## config.mk

```make
export PLATFORM = sky130hd
export DESIGN_NAME = rcr_rotate_cell
export DESIGN_NICKNAME = d
export VERILOG_FILES = /design/src/sv/rcr_pkg.sv /design/src/sv/rcr_rotate_cell.sv
export SDC_FILE = /design/constraint.sdc
export NUM_CORES = 2
export LEC_CHECK = 0
export BUFFER_PORTS_ARGS = -buffer_cell sky130_fd_sc_hd__clkbuf_2
export CAP_MARGIN = 20
export CORE_MARGIN = 5
export CORE_UTILIZATION = 30
export DETAILED_ROUTE_END_ITERATION = 8
export PLACE_DENSITY_LB_ADDON = 0.05
export SKIP_CTS_REPAIR_TIMING = 1
export SYNTH_ARGS = -nofsm -noshare
export SYNTH_HDL_FRONTEND = slang
export SYNTH_SLANG_ARGS = --single-unit
export TNS_END_PERCENT = 1
```

## constraint.sdc

```tcl
create_clock -name clk -period 8.4 [get_ports clk]
set_input_delay 1.68 -clock clk [delete_from_list [all_inputs] [get_ports clk]]
set_output_delay 1.68 -clock clk [all_outputs]
set_load 0.1 [all_outputs]
```

## src/sv/rcr_pkg.sv

```systemverilog
// ----------------------------------------------------------------------------
// rcr_pkg
// Shared constants, types and the sine table generator for the corner rotator.
// ----------------------------------------------------------------------------
package rcr_pkg;

  localparam int COORD_BITS_DEF     = 10;
  localparam int TRIG_FRAC_BITS_DEF = 14;
  localparam int ANGLE_BITS         = 10;
  localparam int OUT_BITS           = 12;
  localparam int OFFSET             = 50;
  localparam int QUARTER_ENTRIES    = 91;
  localparam longint unsigned PI_Q30 = 64'd3373259426;

  // Per-stage load enables for the rotate cells.
  typedef struct packed {
    logic prod;
    logic fin;
  } pipe_en_t;

  // sin(k degrees) with fb fraction bits; evaluated only at elaboration.
  // Series terms alternate in sign; each divisor is (2n)*(2n+1).
  function automatic longint unsigned quarter_sin(int unsigned k, int unsigned fb);
    longint unsigned x;
    longint unsigned x2;
    longint unsigned term;
    longint          sum;
    x    = (longint'(k) * PI_Q30 + 64'd90) / 64'd180;
    x2   = (x * x) >> 30;
    term = x;
    sum  = longint'(x);
    term = ((term * x2) >> 30) / 64'd6;   sum = sum - longint'(term);
    term = ((term * x2) >> 30) / 64'd20;  sum = sum + longint'(term);
    term = ((term * x2) >> 30) / 64'd42;  sum = sum - longint'(term);
    term = ((term * x2) >> 30) / 64'd72;  sum = sum + longint'(term);
    term = ((term * x2) >> 30) / 64'd110; sum = sum - longint'(term);
    term = ((term * x2) >> 30) / 64'd156; sum = sum + longint'(term);
    term = ((term * x2) >> 30) / 64'd210; sum = sum - longint'(term);
    term = ((term * x2) >> 30) / 64'd272; sum = sum + longint'(term);
    term = ((term * x2) >> 30) / 64'd342; sum = sum - longint'(term);
    term = ((term * x2) >> 30) / 64'd420; sum = sum + longint'(term);
    term = ((term * x2) >> 30) / 64'd506; sum = sum - longint'(term);
    term = ((term * x2) >> 30) / 64'd600; sum = sum + longint'(term);
    if (sum < 0) sum = 0;
    return (longint'(sum) + (64'd1 << (29 - fb))) >> (30 - fb);
  endfunction

endpackage

```

## src/sv/rcr_rotate_cell.sv

```systemverilog
// ----------------------------------------------------------------------------
// rcr_rotate_cell
// Rotates one corner: registered products, then offset, truncate, saturate.
// ----------------------------------------------------------------------------
module rcr_rotate_cell import rcr_pkg::*; #(
  parameter int COORD_BITS     = COORD_BITS_DEF,
  parameter int TRIG_FRAC_BITS = TRIG_FRAC_BITS_DEF
) (
  input  logic                           clk,
  input  pipe_en_t                       en,
  input  logic        [COORD_BITS-1:0]   x,
  input  logic        [COORD_BITS-1:0]   y,
  input  logic signed [TRIG_FRAC_BITS+1:0] s,
  input  logic signed [TRIG_FRAC_BITS+1:0] c,
  output logic signed [OUT_BITS-1:0]     ox,
  output logic signed [OUT_BITS-1:0]     oy
);
  localparam int TW    = TRIG_FRAC_BITS + 2;
  localparam int PW    = COORD_BITS + 1 + TW;
  localparam int SW    = COORD_BITS + TRIG_FRAC_BITS + 5;
  localparam int QW    = SW - TRIG_FRAC_BITS;
  localparam logic signed [SW-1:0] OFS  = SW'(OFFSET) <<< TRIG_FRAC_BITS;
  localparam logic signed [SW-1:0] BIAS = (SW'(1) <<< TRIG_FRAC_BITS) - SW'(1);
  localparam logic signed [QW-1:0] QMAX = QW'((1 << (OUT_BITS - 1)) - 1);
  localparam logic signed [QW-1:0] QMIN = -QW'(1 << (OUT_BITS - 1));

  logic signed [COORD_BITS:0] xs, ys;
  logic signed [PW-1:0] xc_r, ys_r, xs_r, yc_r;
  logic signed [OUT_BITS-1:0] ox_r, oy_r;

  assign xs = $signed({1'b0, x});
  assign ys = $signed({1'b0, y});

  function automatic logic signed [OUT_BITS-1:0] finish(logic signed [SW-1:0] acc);
    logic signed [SW-1:0] t;
    logic signed [QW-1:0] q;
    t = acc + OFS;
    if (t < 0) t = t + BIAS;
    q = QW'(t >>> TRIG_FRAC_BITS);
    if (q > QMAX) q = QMAX;
    if (q < QMIN) q = QMIN;
    return q[OUT_BITS-1:0];
  endfunction

  always_ff @(posedge clk) begin
    if (en.prod) begin
      xc_r <= PW'(xs * c);
      ys_r <= PW'(ys * s);
      xs_r <= PW'(xs * s);
      yc_r <= PW'(ys * c);
    end
    if (en.fin) begin
      ox_r <= finish(SW'(xc_r) + SW'(ys_r));
      oy_r <= finish(SW'(yc_r) - SW'(xs_r));
    end
  end

  assign ox = ox_r;
  assign oy = oy_r;
endmodule
```

==> metrics.txt <==
status=finished clean; detailed-router iteration count before antenna repair=5; post-detailed-placement half-perimeter wirelength=74.0 mm; total CTS buffers=17; DP Worst Slack=521 ps; root cell of the clock tree=sky130_fd_sc_hd__clkbuf_16; aggregate routed wire length=88.8 mm; Post-Syn Area=32200 um2; element type at the critical path end=flip-flop; DR vias/cell=4.72; initial cell density of the core=30.1%; Clock Sink Count=132; share of synthesized registers carrying an async set or reset=0%; Worst Setup Slack, final=971 ps; layer with the highest usage after global routing=met2; area after detailed placement=34400 um2; kind of start point of the critical path=input port; die boundary width=338 um; initial antenna violation count=9; met1 usage=24.7%; number of library cell types mapped by synthesis=78; post-route setup TNS=0 ps; CTS tree=yes; residual antenna-violating net count after detailed routing=0; sequential cell area fraction in the yosys report=12.3%; Final nets=4439; required arrival time at the worst endpoint=8600 ps; detailed-route via count=23000; synthesized flop and latch total=132; Iteration-0 DRC Markers=1322; warning count from the yosys run=0; proportion of layout cells with a drive suffix above 1=6.09%; routing usage on met3=1.44%; minimum clock period after layout=7430 ps; H-Tree Level Count=4; largest net degree at the start of global routing=53; clock transition time at the flip-flop clock pins of the worst setup and hold paths=70 ps; clock insertion delay at the later pin of the skew report=490 ps; Slew Limit Fails=0; remaining global-route overflow=0; IO buf count=78; fin area=35000 um2; relative slew slack=27.5%; Layout Area Growth over Synthesis=8.54%; global-route wire length before repair=144 mm; part of the cycle the worst path needs=88.4%; total DRC errors in the routed layout=0; WL/cell=18.2 um; critical path fanouts, max=11; critical path data arrival time=7630 ps; number of nets in the synthesized netlist=4415; area of the die=114000 um2; placeable core area=107000 um2; utilization of the core after routing=32.7%; setup violators final=0; via count of the first global-routing pass=25200; vertical die dimension=338 um; number of hold violations in the final report=0; number of synthesized flops with an enable pin=132; setup repair after global routing missed its margin=no; worst setup skew after layout=21.2 ps; Synth Instances=3426; GR Layer Usage met2=25.8%; number of maximum-capacitance constraint violations=0; worst-case clock buffer depth=2; mean instance size in the synthesized netlist=9.41 um2; GRT Util Overall=16.3%; Primary FF master, synth=sky130_fd_sc_hd__edfxtp_1; slew of the pin with the lowest slew margin=1080 ps; Setup Crit Path Kind=in -> reg; number of rows in the core area=120; achievable frequency=0.135 GHz; I/O pin count=79; final weighted congestion in routability-driven placement=0.821; Hold Crit Class=reg -> reg
-- synthesized netlist by cell type, drive strengths merged, types with 6 or more instances --
library cell / number / area share [%]
o21bai: 17 / 0.40
nand3: 33 / 0.51
ha: 352 / 14
nand2: 342 / 4.0
or3: 16 / 0.33
inv: 684 / 8.0
nand4: 9 / 0.17
o21ai: 73 / 1.1
nor2: 77 / 0.90
o31ai: 10 / 0.25
o311a: 6 / 0.22
mux2i: 6 / 0.19
xor2: 38 / 1.0
o21a: 21 / 0.49
nor4: 11 / 0.21
a21oi: 135 / 2.2
nor3: 35 / 0.54
fa: 582 / 36
a21o: 39 / 0.91
nand2b: 14 / 0.27
or2: 10 / 0.19
xnor2: 103 / 2.8
clkbuf: 136 / 1.6
and2: 381 / 7.4
nor2b: 17 / 0.33
a211o: 8 / 0.22
a31oi: 7 / 0.14
edfxtp: 132 / 12
and3: 15 / 0.29
a211oi: 21 / 0.50
o211ai: 6 / 0.14
a21boi: 10 / 0.23
-- sequential cells by signal (all words and copies together), names as in the netlist --
signal / flops
ox: 12
oy: 12
xc_r: 27
xs_r: 27
yc_r: 27
ys_r: 27
-- area by class of cell --
class,count,area (um2)
clock buffer,18,429
clock inverter,14,178
inverter,684,2570
antenna,5,12.5
timing repair buffer,143,906
fill,11300,71900
sequential,132,3960
tap,1403,1760
multi-input combinational,2472,25200
-- worst max-delay path, stage by stage --
cell and delay (ps):
sky130_fd_sc_hd__clkbuf_2 370, sky130_fd_sc_hd__buf_4 270, sky130_fd_sc_hd__nand2_1 90, sky130_fd_sc_hd__fa_1 470, sky130_fd_sc_hd__fa_1 510, sky130_fd_sc_hd__inv_1 50
sky130_fd_sc_hd__fa_1 530, sky130_fd_sc_hd__inv_1 50, sky130_fd_sc_hd__fa_1 450, sky130_fd_sc_hd__fa_1 490, sky130_fd_sc_hd__inv_1 40, sky130_fd_sc_hd__ha_1 340
sky130_fd_sc_hd__nand3_1 110, sky130_fd_sc_hd__a211oi_1 70, sky130_fd_sc_hd__o31ai_1 520, sky130_fd_sc_hd__o21ai_0 170, sky130_fd_sc_hd__buf_4 170, sky130_fd_sc_hd__o311a_1 320
sky130_fd_sc_hd__and2_1 200, sky130_fd_sc_hd__a311oi_1 360, sky130_fd_sc_hd__o21ai_0 170, sky130_fd_sc_hd__xnor2_1 170
-- cells in the final DEF (no fill, tap or decap), drive strengths merged, types with 73 or more instances in the layout --
cell type / count
inv: 687
fa: 582
and2: 381
ha: 352
nand2: 342
a21oi: 135
edfxtp: 132
xnor2: 103
clkbuf: 95
nor2: 77
o21ai: 73
-- metal layers --
layer	vias to the layer above	share of wire, %
li1	10800	-
met1	11800	51
met2	361	45
met3	42	2.9
met4	0	0.98
met5	-	0
-- metrics by stage --
stage | std cells | hold WS, ps
6_report | 4871 | 1150
3_5_place_dp | 4834 | 1140
3_3_place_gp | 4834 | 1130
4_1_cts | 4866 | 1150
2_1_floorplan | 3426 | 958
5_1_grt | 4869 | 1220
-- path summary, 6_finish.rpt --
path	start	to	slack (ps)	cells after the start
max	y[4]	ys_r[26]	970	22
min	yc_r[25]	oy[11]	1150	5
max reg2reg	yc_r[1]	oy[0]	3320	15
min reg2reg	yc_r[25]	oy[11]	1150	5
-- cell families after synthesis --
| group | synth area share (%) |
|---|---|
| XOR/XNOR | 3.83 |
| buffers and inverters | 9.60 |
| AND/OR/NAND/NOR | 15.8 |
| adder cells (fa/ha/maj) | 49.8 |
| AO/OA/AOI/OAI | 8.47 |
| multiplexers | 0.221 |
| flip-flops | 12.3 |
Power is left out: the tool's default activity adds up to more than one toggle a clock period on the data nets, which glitch-free logic cannot reach.
